--- config.mk ---
export PLATFORM = sky130hd
export DESIGN_NAME = pwm_tone_melody_sequencer_flat
export DESIGN_NICKNAME = d
export VERILOG_FILES = /design/src/rtl/ptms_pkg.sv /design/src/rtl/ptms_if.sv /design/src/rtl/ptms_note_ram.sv /design/src/rtl/ptms_div.sv /design/src/rtl/pwm_tone_melody_sequencer.sv /design/src/flat_wrapper.sv
export SDC_FILE = /design/constraint.sdc
export NUM_CORES = 1
export LEC_CHECK = 0
export ABC_AREA = 1
export BUFFER_PORTS_ARGS = -buffer_cell sky130_fd_sc_hd__buf_2
export CAP_MARGIN = 25
export CORE_MARGIN = 5
export CORE_UTILIZATION = 61
export CTS_CLUSTER_DIAMETER = 200
export DETAILED_ROUTE_END_ITERATION = 8
export GPL_TIMING_DRIVEN = 1
export PLACE_DENSITY = 0.8
export SYNTH_ARGS = -nofsm -noshare
export SYNTH_HDL_FRONTEND = slang
export SYNTH_SLANG_ARGS = --single-unit
--- constraint.sdc ---
create_clock -name clock -period 5 [get_ports clock]
set_input_delay 0.5 -clock clock [delete_from_list [all_inputs] [get_ports clock]]
set_output_delay 0.5 -clock clock [all_outputs]
set_load 0.1 [all_outputs]
--- src/rtl/ptms_pkg.sv ---
// Shared types and constants for the PWM tone and melody sequencer.
`default_nettype none

package ptms_pkg;

   localparam int unsigned QUEUE_DEPTH = 8;
   localparam int unsigned SLOT_W      = $clog2(QUEUE_DEPTH);
   localparam int unsigned QPTR_W      = $clog2(QUEUE_DEPTH + 1);

   localparam int unsigned OP_W     = 3;
   localparam int unsigned FREQ_W   = 16;
   localparam int unsigned DUR_W    = 16;
   localparam int unsigned NSLOT_W  = 3;
   localparam int unsigned COUNT_W  = 4;
   localparam int unsigned CLK_W    = 27;
   localparam int unsigned PERIOD_W = 27;
   localparam int unsigned LEVEL_W  = 26;
   localparam int unsigned DIV_CNT_W = $clog2(CLK_W + 1);

   localparam logic [CLK_W-1:0]    CLOCK_RESET  = CLK_W'(266000000 / 4);
   localparam logic [PERIOD_W-1:0] PERIOD_RESET = PERIOD_W'(65535);

   typedef enum logic [OP_W-1:0] {
      OP_TICK   = 3'd0,
      OP_TONE   = 3'd1,
      OP_WRITE  = 3'd2,
      OP_MELODY = 3'd3,
      OP_STOP   = 3'd4
   } op_type;

   typedef enum logic [1:0] {
      ST_IDLE,
      ST_FETCH,
      ST_DIVIDE,
      ST_REPLY
   } state_type;

   typedef struct packed {
      logic [FREQ_W-1:0] freq;
      logic [DUR_W-1:0]  dur;
   } note_type;

   typedef struct packed {
      logic              wr_en;
      logic              rd_en;
      logic [SLOT_W-1:0] addr;
      note_type          wdata;
   } ram_req_type;

   typedef struct packed {
      logic              start;
      logic [CLK_W-1:0]  dividend;
      logic [FREQ_W-1:0] divisor;
   } div_req_type;

   typedef struct packed {
      logic             done;
      logic [CLK_W-1:0] quotient;
   } div_rsp_type;

endpackage

`default_nettype wire

--- src/rtl/ptms_if.sv ---
// Handshake channel interfaces: command in, PWM status out, clock register write.
`default_nettype none

interface ptms_req_if;
   logic                          valid;
   logic                          ready;
   logic [ptms_pkg::OP_W-1:0]     operation;
   logic [ptms_pkg::FREQ_W-1:0]   frequency;
   logic [ptms_pkg::DUR_W-1:0]    length_ms;
   logic [ptms_pkg::NSLOT_W-1:0]  note_slot;
   logic [ptms_pkg::COUNT_W-1:0]  melody_notes;

   modport source (output valid, operation, frequency, length_ms, note_slot,
                   melody_notes, input ready);
   modport sink (input valid, operation, frequency, length_ms, note_slot,
                 melody_notes, output ready);
endinterface

interface ptms_rsp_if;
   logic                           valid;
   logic                           ready;
   logic [ptms_pkg::PERIOD_W-1:0]  pwm_period;
   logic [ptms_pkg::LEVEL_W-1:0]   pwm_level;
   logic                           tone_busy;
   logic                           melody_busy;

   modport source (output valid, pwm_period, pwm_level, tone_busy, melody_busy,
                   input ready);
   modport sink (input valid, pwm_period, pwm_level, tone_busy, melody_busy,
                 output ready);
endinterface

interface ptms_csr_if;
   logic                        valid;
   logic                        ready;
   logic [ptms_pkg::CLK_W-1:0]  data;

   modport source (output valid, data, input ready);
   modport sink (input valid, data, output ready);
endinterface

`default_nettype wire

--- src/rtl/ptms_note_ram.sv ---
// Note queue memory: one write and one registered read per cycle, on a shared address.
`default_nettype none

module ptms_note_ram (
   input  wire logic                  clock,
   input  wire ptms_pkg::ram_req_type req,
   output ptms_pkg::note_type         rd_data
);

   ptms_pkg::note_type notes_ff [ptms_pkg::QUEUE_DEPTH];
   ptms_pkg::note_type rd_data_ff;

   always_ff @(posedge clock) begin
      if (req.wr_en) begin
         notes_ff[req.addr] <= req.wdata;
      end
      if (req.rd_en) begin
         rd_data_ff <= notes_ff[req.addr];
      end
   end

   assign rd_data = rd_data_ff;

endmodule

`default_nettype wire

--- src/rtl/ptms_div.sv ---
// Restoring serial divider, one quotient bit per cycle.
`default_nettype none

module ptms_div (
   input  wire logic                  clock,
   input  wire logic                  reset,
   input  wire ptms_pkg::div_req_type req,
   output ptms_pkg::div_rsp_type      rsp
);

   logic                            busy_ff, busy_in;
   logic                            done_ff, done_in;
   logic [ptms_pkg::DIV_CNT_W-1:0]  cnt_ff, cnt_in;
   logic [ptms_pkg::FREQ_W-1:0]     rem_ff, rem_in;
   logic [ptms_pkg::FREQ_W-1:0]     dvs_ff, dvs_in;
   logic [ptms_pkg::CLK_W-1:0]      quo_ff, quo_in;
   logic [ptms_pkg::FREQ_W:0]       shifted;
   logic [ptms_pkg::FREQ_W:0]       diff;
   logic                            fits;

   // remainder stays below the divisor, so the difference fits FREQ_W bits
   assign shifted = {rem_ff, quo_ff[ptms_pkg::CLK_W-1]};
   assign diff    = shifted - {1'b0, dvs_ff};
   assign fits    = shifted >= {1'b0, dvs_ff};

   always_comb begin
      busy_in = busy_ff;
      done_in = 1'b0;
      cnt_in  = cnt_ff;
      rem_in  = rem_ff;
      dvs_in  = dvs_ff;
      quo_in  = quo_ff;
      if (req.start) begin
         busy_in = 1'b1;
         cnt_in  = ptms_pkg::DIV_CNT_W'(ptms_pkg::CLK_W);
         rem_in  = '0;
         dvs_in  = req.divisor;
         quo_in  = req.dividend;
      end else if (busy_ff) begin
         rem_in = fits ? diff[ptms_pkg::FREQ_W-1:0] : shifted[ptms_pkg::FREQ_W-1:0];
         quo_in = {quo_ff[ptms_pkg::CLK_W-2:0], fits};
         cnt_in = cnt_ff - 1'b1;
         if (cnt_ff == ptms_pkg::DIV_CNT_W'(1)) begin
            busy_in = 1'b0;
            done_in = 1'b1;
         end
      end
   end

   always_ff @(posedge clock) begin
      if (reset) begin
         busy_ff <= 1'b0;
         done_ff <= 1'b0;
         cnt_ff  <= '0;
      end else begin
         busy_ff <= busy_in;
         done_ff <= done_in;
         cnt_ff  <= cnt_in;
      end
   end

   always_ff @(posedge clock) begin
      rem_ff <= rem_in;
      dvs_ff <= dvs_in;
      quo_ff <= quo_in;
   end

   assign rsp.done     = done_ff;
   assign rsp.quotient = quo_ff;

endmodule

`default_nettype wire

--- src/rtl/pwm_tone_melody_sequencer.sv ---
// Top level of the PWM tone and melody sequencer.
`default_nettype none

// Buzzer tone sequencer. Each req beat is one command (millisecond tick,
// start tone, write note, start melody, stop) and yields exactly one rsp beat
// that shows the PWM wrap value, compare level and busy flags after the
// command. A sounding tone programs a divider of tone_clock_hz / frequency:
// wrap = divider - 1, level = divider / 2; a divider of zero gives zero for
// both, and frequency zero is a rest that keeps the wrap value. Notes of a
// melody live in an 8-entry note memory with a synchronous read; a tick
// that expires a melody note reads the next entry and starts it. Queue
// entries have no reset: start a melody only over written slots. Commands
// are taken one at a time; anything that starts a sounding tone goes
// through the serial divider, which resolves one quotient bit per cycle
// over 27 bits. A new command is taken while the last rsp beat still
// waits. The clock register write port is always ready and should only
// be used while no command is in flight. No clearing pass after reset.
module pwm_tone_melody_sequencer (
   input  wire logic  clock,
   input  wire logic  reset,
   ptms_req_if.sink   req_chan,
   ptms_rsp_if.source rsp_chan,
   ptms_csr_if.sink   csr_chan
);

   ptms_pkg::state_type             state_ff, state_in;
   logic [ptms_pkg::CLK_W-1:0]      clk_hz_ff, clk_hz_in;
   logic [ptms_pkg::DUR_W-1:0]      rem_ff, rem_in;
   logic                            tone_on_ff, tone_on_in;
   logic                            melody_on_ff, melody_on_in;
   logic [ptms_pkg::QPTR_W-1:0]     qlen_ff, qlen_in;
   logic [ptms_pkg::QPTR_W-1:0]     qpos_ff, qpos_in;
   logic [ptms_pkg::PERIOD_W-1:0]   period_ff, period_in;
   logic [ptms_pkg::LEVEL_W-1:0]    level_ff, level_in;

   // rsp output register
   logic                            rsp_valid_ff, rsp_valid_in;
   logic [ptms_pkg::PERIOD_W-1:0]   out_period_ff, out_period_in;
   logic [ptms_pkg::LEVEL_W-1:0]    out_level_ff, out_level_in;
   logic                            out_tone_ff, out_tone_in;
   logic                            out_melody_ff, out_melody_in;

   // tone start request, from a command or from a fetched note
   logic                            bt_go;
   logic [ptms_pkg::FREQ_W-1:0]     bt_freq;
   logic [ptms_pkg::DUR_W-1:0]      bt_dur;
   logic [ptms_pkg::DUR_W-1:0]      tick_rem;

   ptms_pkg::ram_req_type           ram_req;
   ptms_pkg::note_type              ram_rdata;
   ptms_pkg::div_req_type           div_req;
   ptms_pkg::div_rsp_type           div_rsp;

   ptms_note_ram u_note_ram (
      .clock   (clock),
      .req     (ram_req),
      .rd_data (ram_rdata)
   );

   ptms_div u_div (
      .clock (clock),
      .reset (reset),
      .req   (div_req),
      .rsp   (div_rsp)
   );

   assign req_chan.ready = (state_ff == ptms_pkg::ST_IDLE);
   assign csr_chan.ready = 1'b1;
   assign tick_rem = (rem_ff == '0) ? '0 : rem_ff - 1'b1;

   always_comb begin
      state_in      = state_ff;
      clk_hz_in     = csr_chan.valid ? csr_chan.data : clk_hz_ff;
      rem_in        = rem_ff;
      tone_on_in    = tone_on_ff;
      melody_on_in  = melody_on_ff;
      qlen_in       = qlen_ff;
      qpos_in       = qpos_ff;
      period_in     = period_ff;
      level_in      = level_ff;
      rsp_valid_in  = rsp_valid_ff && !rsp_chan.ready;
      out_period_in = out_period_ff;
      out_level_in  = out_level_ff;
      out_tone_in   = out_tone_ff;
      out_melody_in = out_melody_ff;
      bt_go         = 1'b0;
      bt_freq       = req_chan.frequency;
      bt_dur        = req_chan.length_ms;
      ram_req       = '0;
      ram_req.addr  = qpos_ff[ptms_pkg::SLOT_W-1:0];
      div_req.start    = 1'b0;
      div_req.dividend = clk_hz_ff;
      div_req.divisor  = req_chan.frequency;

      case (state_ff)
         ptms_pkg::ST_IDLE: begin
            if (req_chan.valid) begin
               state_in = ptms_pkg::ST_REPLY;
               case (req_chan.operation)
                  ptms_pkg::OP_TICK: begin
                     if (tone_on_ff) begin
                        rem_in = tick_rem;
                        if (tick_rem == '0) begin
                           level_in   = '0;
                           tone_on_in = 1'b0;
                           if (melody_on_ff && (qpos_ff < qlen_ff)) begin
                              // next queued note: read now, start it next cycle
                              ram_req.rd_en = 1'b1;
                              qpos_in       = qpos_ff + 1'b1;
                              state_in      = ptms_pkg::ST_FETCH;
                           end else begin
                              melody_on_in = 1'b0;
                           end
                        end
                     end
                  end
                  ptms_pkg::OP_TONE: begin
                     melody_on_in = 1'b0;
                     bt_go        = 1'b1;
                  end
                  ptms_pkg::OP_WRITE: begin
                     ram_req.wr_en      = 32'(req_chan.note_slot) < ptms_pkg::QUEUE_DEPTH;
                     ram_req.addr       = ptms_pkg::SLOT_W'(req_chan.note_slot);
                     ram_req.wdata.freq = req_chan.frequency;
                     ram_req.wdata.dur  = req_chan.length_ms;
                  end
                  ptms_pkg::OP_MELODY: begin
                     qlen_in = (32'(req_chan.melody_notes) > ptms_pkg::QUEUE_DEPTH) ?
                               ptms_pkg::QPTR_W'(ptms_pkg::QUEUE_DEPTH) :
                               ptms_pkg::QPTR_W'(req_chan.melody_notes);
                     qpos_in      = '0;
                     melody_on_in = 1'b1;
                     bt_go        = 1'b1;
                  end
                  ptms_pkg::OP_STOP: begin
                     level_in     = '0;
                     tone_on_in   = 1'b0;
                     melody_on_in = 1'b0;
                  end
                  default: begin
                  end
               endcase
            end
         end
         ptms_pkg::ST_FETCH: begin
            bt_go   = 1'b1;
            bt_freq = ram_rdata.freq;
            bt_dur  = ram_rdata.dur;
         end
         ptms_pkg::ST_DIVIDE: begin
            if (div_rsp.done) begin
               if (div_rsp.quotient == '0) begin
                  period_in = '0;
                  level_in  = '0;
               end else begin
                  period_in = ptms_pkg::PERIOD_W'(div_rsp.quotient - 1'b1);
                  level_in  = div_rsp.quotient[ptms_pkg::CLK_W-1:1];
               end
               state_in = ptms_pkg::ST_REPLY;
            end
         end
         ptms_pkg::ST_REPLY: begin
            // hold until the output register is free
            if (!rsp_valid_ff || rsp_chan.ready) begin
               rsp_valid_in  = 1'b1;
               out_period_in = period_ff;
               out_level_in  = level_ff;
               out_tone_in   = tone_on_ff;
               out_melody_in = melody_on_ff;
               state_in      = ptms_pkg::ST_IDLE;
            end
         end
         default: begin
            state_in = ptms_pkg::ST_IDLE;
         end
      endcase

      // tone start: rests finish at once, sounding tones go through the divider
      if (bt_go) begin
         tone_on_in = 1'b1;
         rem_in     = bt_dur;
         if (bt_freq != '0) begin
            div_req.start   = 1'b1;
            div_req.divisor = bt_freq;
            state_in        = ptms_pkg::ST_DIVIDE;
         end else begin
            level_in = '0;
            state_in = ptms_pkg::ST_REPLY;
         end
      end
   end

   always_ff @(posedge clock) begin
      if (reset) begin
         state_ff     <= ptms_pkg::ST_IDLE;
         clk_hz_ff    <= ptms_pkg::CLOCK_RESET;
         rem_ff       <= '0;
         tone_on_ff   <= 1'b0;
         melody_on_ff <= 1'b0;
         qlen_ff      <= '0;
         qpos_ff      <= '0;
         period_ff    <= ptms_pkg::PERIOD_RESET;
         level_ff     <= '0;
         rsp_valid_ff <= 1'b0;
      end else begin
         state_ff     <= state_in;
         clk_hz_ff    <= clk_hz_in;
         rem_ff       <= rem_in;
         tone_on_ff   <= tone_on_in;
         melody_on_ff <= melody_on_in;
         qlen_ff      <= qlen_in;
         qpos_ff      <= qpos_in;
         period_ff    <= period_in;
         level_ff     <= level_in;
         rsp_valid_ff <= rsp_valid_in;
      end
   end

   always_ff @(posedge clock) begin
      out_period_ff <= out_period_in;
      out_level_ff  <= out_level_in;
      out_tone_ff   <= out_tone_in;
      out_melody_ff <= out_melody_in;
   end

   assign rsp_chan.valid       = rsp_valid_ff;
   assign rsp_chan.pwm_period  = out_period_ff;
   assign rsp_chan.pwm_level   = out_level_ff;
   assign rsp_chan.tone_busy   = out_tone_ff;
   assign rsp_chan.melody_busy = out_melody_ff;

   // between commands a running melody always has a note timing
   a_melody_has_tone: assert property (@(posedge clock) disable iff (reset)
      (state_ff == ptms_pkg::ST_IDLE && melody_on_ff) |-> tone_on_ff)
      else $error("melody active with no tone timing");

   a_qpos_bound: assert property (@(posedge clock) disable iff (reset)
      (qpos_ff <= qlen_ff) && (32'(qlen_ff) <= ptms_pkg::QUEUE_DEPTH))
      else $error("queue position beyond queue length");

   a_div_done_state: assert property (@(posedge clock) disable iff (reset)
      div_rsp.done |-> (state_ff == ptms_pkg::ST_DIVIDE))
      else $error("divider finished outside divide state");

   a_level_le_period: assert property (@(posedge clock) disable iff (reset)
      (level_ff == '0) || (level_ff <= period_ff))
      else $error("compare level above wrap value");

endmodule

`default_nettype wire

--- src/flat_wrapper.sv ---
// flat-port wrapper written by rule: the top's interface ports become plain ports
module pwm_tone_melody_sequencer_flat 
  (clock, reset, req_chan_valid, req_chan_operation, req_chan_frequency, req_chan_length_ms, req_chan_note_slot, req_chan_melody_notes, req_chan_ready, rsp_chan_valid, rsp_chan_pwm_period, rsp_chan_pwm_level, rsp_chan_tone_busy, rsp_chan_melody_busy, rsp_chan_ready, csr_chan_valid, csr_chan_data, csr_chan_ready);
  ptms_req_if req_chan_i ();
  ptms_rsp_if rsp_chan_i ();
  ptms_csr_if csr_chan_i ();
  input  wire logic clock;
  input  wire logic reset;
  input wire logic [$bits(req_chan_i.valid)-1:0] req_chan_valid;
  input wire logic [$bits(req_chan_i.operation)-1:0] req_chan_operation;
  input wire logic [$bits(req_chan_i.frequency)-1:0] req_chan_frequency;
  input wire logic [$bits(req_chan_i.length_ms)-1:0] req_chan_length_ms;
  input wire logic [$bits(req_chan_i.note_slot)-1:0] req_chan_note_slot;
  input wire logic [$bits(req_chan_i.melody_notes)-1:0] req_chan_melody_notes;
  output wire logic [$bits(req_chan_i.ready)-1:0] req_chan_ready;
  output wire logic [$bits(rsp_chan_i.valid)-1:0] rsp_chan_valid;
  output wire logic [$bits(rsp_chan_i.pwm_period)-1:0] rsp_chan_pwm_period;
  output wire logic [$bits(rsp_chan_i.pwm_level)-1:0] rsp_chan_pwm_level;
  output wire logic [$bits(rsp_chan_i.tone_busy)-1:0] rsp_chan_tone_busy;
  output wire logic [$bits(rsp_chan_i.melody_busy)-1:0] rsp_chan_melody_busy;
  input wire logic [$bits(rsp_chan_i.ready)-1:0] rsp_chan_ready;
  input wire logic [$bits(csr_chan_i.valid)-1:0] csr_chan_valid;
  input wire logic [$bits(csr_chan_i.data)-1:0] csr_chan_data;
  output wire logic [$bits(csr_chan_i.ready)-1:0] csr_chan_ready;
  assign req_chan_i.valid = req_chan_valid;
  assign req_chan_i.operation = req_chan_operation;
  assign req_chan_i.frequency = req_chan_frequency;
  assign req_chan_i.length_ms = req_chan_length_ms;
  assign req_chan_i.note_slot = req_chan_note_slot;
  assign req_chan_i.melody_notes = req_chan_melody_notes;
  assign req_chan_ready = req_chan_i.ready;
  assign rsp_chan_valid = rsp_chan_i.valid;
  assign rsp_chan_pwm_period = rsp_chan_i.pwm_period;
  assign rsp_chan_pwm_level = rsp_chan_i.pwm_level;
  assign rsp_chan_tone_busy = rsp_chan_i.tone_busy;
  assign rsp_chan_melody_busy = rsp_chan_i.melody_busy;
  assign rsp_chan_i.ready = rsp_chan_ready;
  assign csr_chan_i.valid = csr_chan_valid;
  assign csr_chan_i.data = csr_chan_data;
  assign csr_chan_ready = csr_chan_i.ready;
  pwm_tone_melody_sequencer u_core (.clock(clock), .reset(reset), .req_chan(req_chan_i), .rsp_chan(rsp_chan_i), .csr_chan(csr_chan_i));
endmodule
==> run summary <==
Status: finished, final reports clean
Via count: 16.8k
Peak supply drop: 330 uV
CTS max path bufs: 3
Slew Limit Fails: 0
Crit path cell chain: nand2_4 -> inv_2 -> nand2_1 -> o21ai_0 -> nor2_1 -> nand3_1 -> nor2_2 -> nand2_2 -> nand2_4 -> inv_4 -> buf_4 -> o21ai_0
Row cnt: 70
Int Pwr: 7.69 mW
DP Worst Slack: 1.34 ns
Die Height: 202 um
Clock root cell: clkbuf_16
Achievable Freq: 268 MHz
Metal1 wirelength: 22,200 um
Initial antenna violation count: 1
Dpl hpwl: 36,400 um
Cell variety after synth: 54
Routed wl met2: 27,200 um
Leak: 9.30 nW
Clock Power Share: 37.8%
Reg-to-reg slack, setup: 1.27 ns
Sw power: 3.00 mW
Post-synth EDFFs: 386
Die width: 202 um
Initial DRT Pass Iterations: 5
Reg2reg start: u_core.state_ff[0]
Critical path data arrival time: 4.03 ns
Ys async rst share: 0%
Vias per cell: 5.91
CP Launch Type: flip-flop
Worst-Margin Slew: 0.866 ns
Number of clock sinks: 518
Routability cong.: 0.922
Final hold vios: 0
Share of cells above drive strength 1: 12.4%
Setup-failing EPs final: 0
Reg power frac: 47.0%
IO Count: 132
Worst EP required: 5.30 ns
Hold Path Depth: 3
Worst reg2reg path depth: 12
H-tree levels: 2
Hold Buf Count CTS: 0
Net Sw Frac: 28.1%
Avg Synthesized Cell Area: 10.1 um^2
Routed len/inst: 19.8 um
Min-Delay Startpoint: csr_chan_data[25]
Ant. Diodes: 0
DRC viols: 0
Syn Inst Count: 2,226
Grt ovf: 0
Yosys reg bits: 518
Total Wirelength: 56,100 um
Number of DRC markers in iteration 0: 1,780
Mapped cell area: 0.0224 mm^2
Ys Warns: 0
Most frequent cells in the layout: edfxtp_1 (386), nor2_1 (379), nand2_1 (304)
CTS tree: yes
Syn nets: 2,326
Postcts setup bufs: 0
Commonest non-fill, non-tap cell in the layout: edfxtp_1
Max_slew headroom: 42.1%
Max Cap Viol: 0
Buffer and inverter count on the worst path: 3
Tot GR Track Use: 27.0%
Largest net degree at the start of global routing: 78
Post-cts sizing count: 0
Met3 WL: 4700 um
Clock-pin slew on the worst setup and hold paths: 0.06 ns
Hold Path End: u_core.clk_hz_ff[25]
Final Worst Setup Slack: 1.27 ns
Top_reg_cell synth: edfxtp_1
CP Class: reg2reg
Worst hold path class: in2reg
Period utilization: 74.6%
First-pass GRT wire length: 87,700 um
Reg-to-reg endpoint: u_core.u_div.quo_ff[24]
Slowest stage cell, crit path: dfxtp_1
Crit-path max cell delay: 0.64 ns
Die ar.: 0.0407 mm^2
PwrDens: 424 mW/mm^2
# nets final: 2,427
Fillers: 2,626
Number of port buffers: 130
Crit path capture type: flip-flop
Register area share after synthesis: 63.5%
Worst-Skew Late Latency: 0.60 ns
RSZ-0062 raised after global routing: false
Placed cells: 2,740
TNS Setup: 0 ns
Combinational Power Share: 15.2%
Top Family by Delay on Critical Path: buffers and inverters
Core footprint: 0.0364 mm^2
Minimum clock period after layout: 3.73 ns
Total CTS buffers: 52
Clock skew: 0.0191 ns
CP Max Fanout: 77
Vias in the first global route: 16.1k
Initial Util: 61.5%
Finished Layout Cells: 2,835
DR top layer: met4
Area Growth Syn to Fin: 12.5%
Antenna viol nets, final: 0
## worst max-delay path by stage
stage | startpoint | to | depth (start not counted)
after floorplan | u_core.rsp_chan.valid | u_core.rsp_chan.melody_busy | 1
after global placement | req_chan_operation[2] | u_core.u_note_ram.rd_data[0] | 12
after detailed placement | req_chan_operation[2] | u_core.u_note_ram.rd_data[15] | 11
after CTS | u_core.state_ff[0] | u_core.u_div.quo_ff[24] | 12
after global routing | u_core.state_ff[0] | u_core.u_div.quo_ff[6] | 13
final | u_core.state_ff[0] | u_core.u_div.quo_ff[24] | 12
## Yosys cell counts (6+ instances only)
cell type / n / area (um^2)
nor2_1: 388 / 1460
xnor2_1: 8 / 70.1
dfxtp_1: 132 / 2640
edfxtp_1: 386 / 11600
nor3_1: 11 / 55.1
o211ai_1: 14 / 105
nand4_1: 22 / 138
xor2_1: 14 / 123
nor2_4: 6 / 67.6
buf_6: 7 / 78.8
buf_2: 42 / 210
inv_2: 13 / 48.8
a221o_1: 6 / 60.1
clkbuf_1: 48 / 180
ha_1: 25 / 313
nand2_2: 9 / 56.3
inv_1: 187 / 702
a21oi_1: 101 / 505
o21ai_1: 31 / 155
a22oi_1: 23 / 173
nand3_1: 97 / 485
o21ai_0: 253 / 1270
a31oi_1: 7 / 43.8
nand2_1: 304 / 1140
o2111ai_1: 32 / 280
## sequential cells by signal, summed over array words and instances (netlist names), 2 cells and up
signal                      cells
u_core.u_div.dvs_ff            16
u_core.clk_hz_ff               27
u_core.u_div.rem_ff            16
u_core.u_div.cnt_ff             5
u_core.rsp_chan.pwm_level      26
u_core.u_note_ram.notes_ff    256
u_core.state_ff                 2
u_core.qpos_ff                  4
u_core.rem_ff                  16
u_core.rsp_chan.pwm_period     27
u_core.u_note_ram.rd_data      32
u_core.u_div.quo_ff            27
u_core.level_ff                26
u_core.period_ff               27
u_core.qlen_ff                  4
## power groups by stage
| stage | Clock, mW | Sequential (mW) | Combinational (mW) |
|---|---|---|---|
| 2_1_floorplan | 0 | 5.16 | 1.12 |
| 3_3_place_gp | 0 | 5.10 | 1.55 |
| 3_5_place_dp | 0 | 5.11 | 1.60 |
| 4_1_cts | 4.08 | 5.02 | 1.61 |
| 5_1_grt | 4.27 | 5.04 | 1.82 |
| 6_report | 4.04 | 5.02 | 1.63 |
## cell type report
class | count | area, um^2 | area share [%]
clock inverters | 29 | 334 | 1.32
inverters | 202 | 761 | 3.01
flip-flops and latches | 518 | 14200 | 56.4
multi-input cells | 1401 | 7000 | 27.7
clock buffers | 65 | 1440 | 5.72
repair buffers | 152 | 876 | 3.47
well taps | 468 | 586 | 2.32
## tightest hold or removal path, stage by stage
cell,delay [ns]
buf_2,0.08
nand2_1,0.04
nand3_1,0.06
## metal layers
layer | vias to the layer above | global-route usage, %
met5 | - | 0
met3 | 121 | 4.58
met2 | 794 | 45.3
met1 | 7965 | 35.9
li1 | 7879 | -
met4 | 0 | 9.57
## metrics by stage
stage / total power, mW / utilization (%) / instance area, um^2 / hold slack, ns
finish: 10.7 / 69.3 / 25200 / 0.118
global placement: 6.65 / 64.2 / 23400 / 0.415
detailed placement: 6.70 / 64.3 / 23400 / 0.416
floorplan: 6.28 / - / 22400 / 0.409
global route: 11.1 / 69.3 / 25200 / 0.112
CTS: 10.7 / 69.2 / 25200 / 0.0937
## cells by family after synthesis
| kind of cell | Yosys count | share of synthesized area, % |
|---|---|---|
| AO/OA/AOI/OAI | 492 | 12.4 |
| other | 1 | 0.0167 |
| XOR/XNOR | 22 | 0.859 |
| adder cells (fa/ha/maj) | 26 | 1.48 |
| AND/OR/NAND/NOR | 860 | 16.0 |
| buffers and inverters | 307 | 5.71 |
| flip-flops | 518 | 63.5 |
No activity file was read; power rests on OpenSTA's default activity.
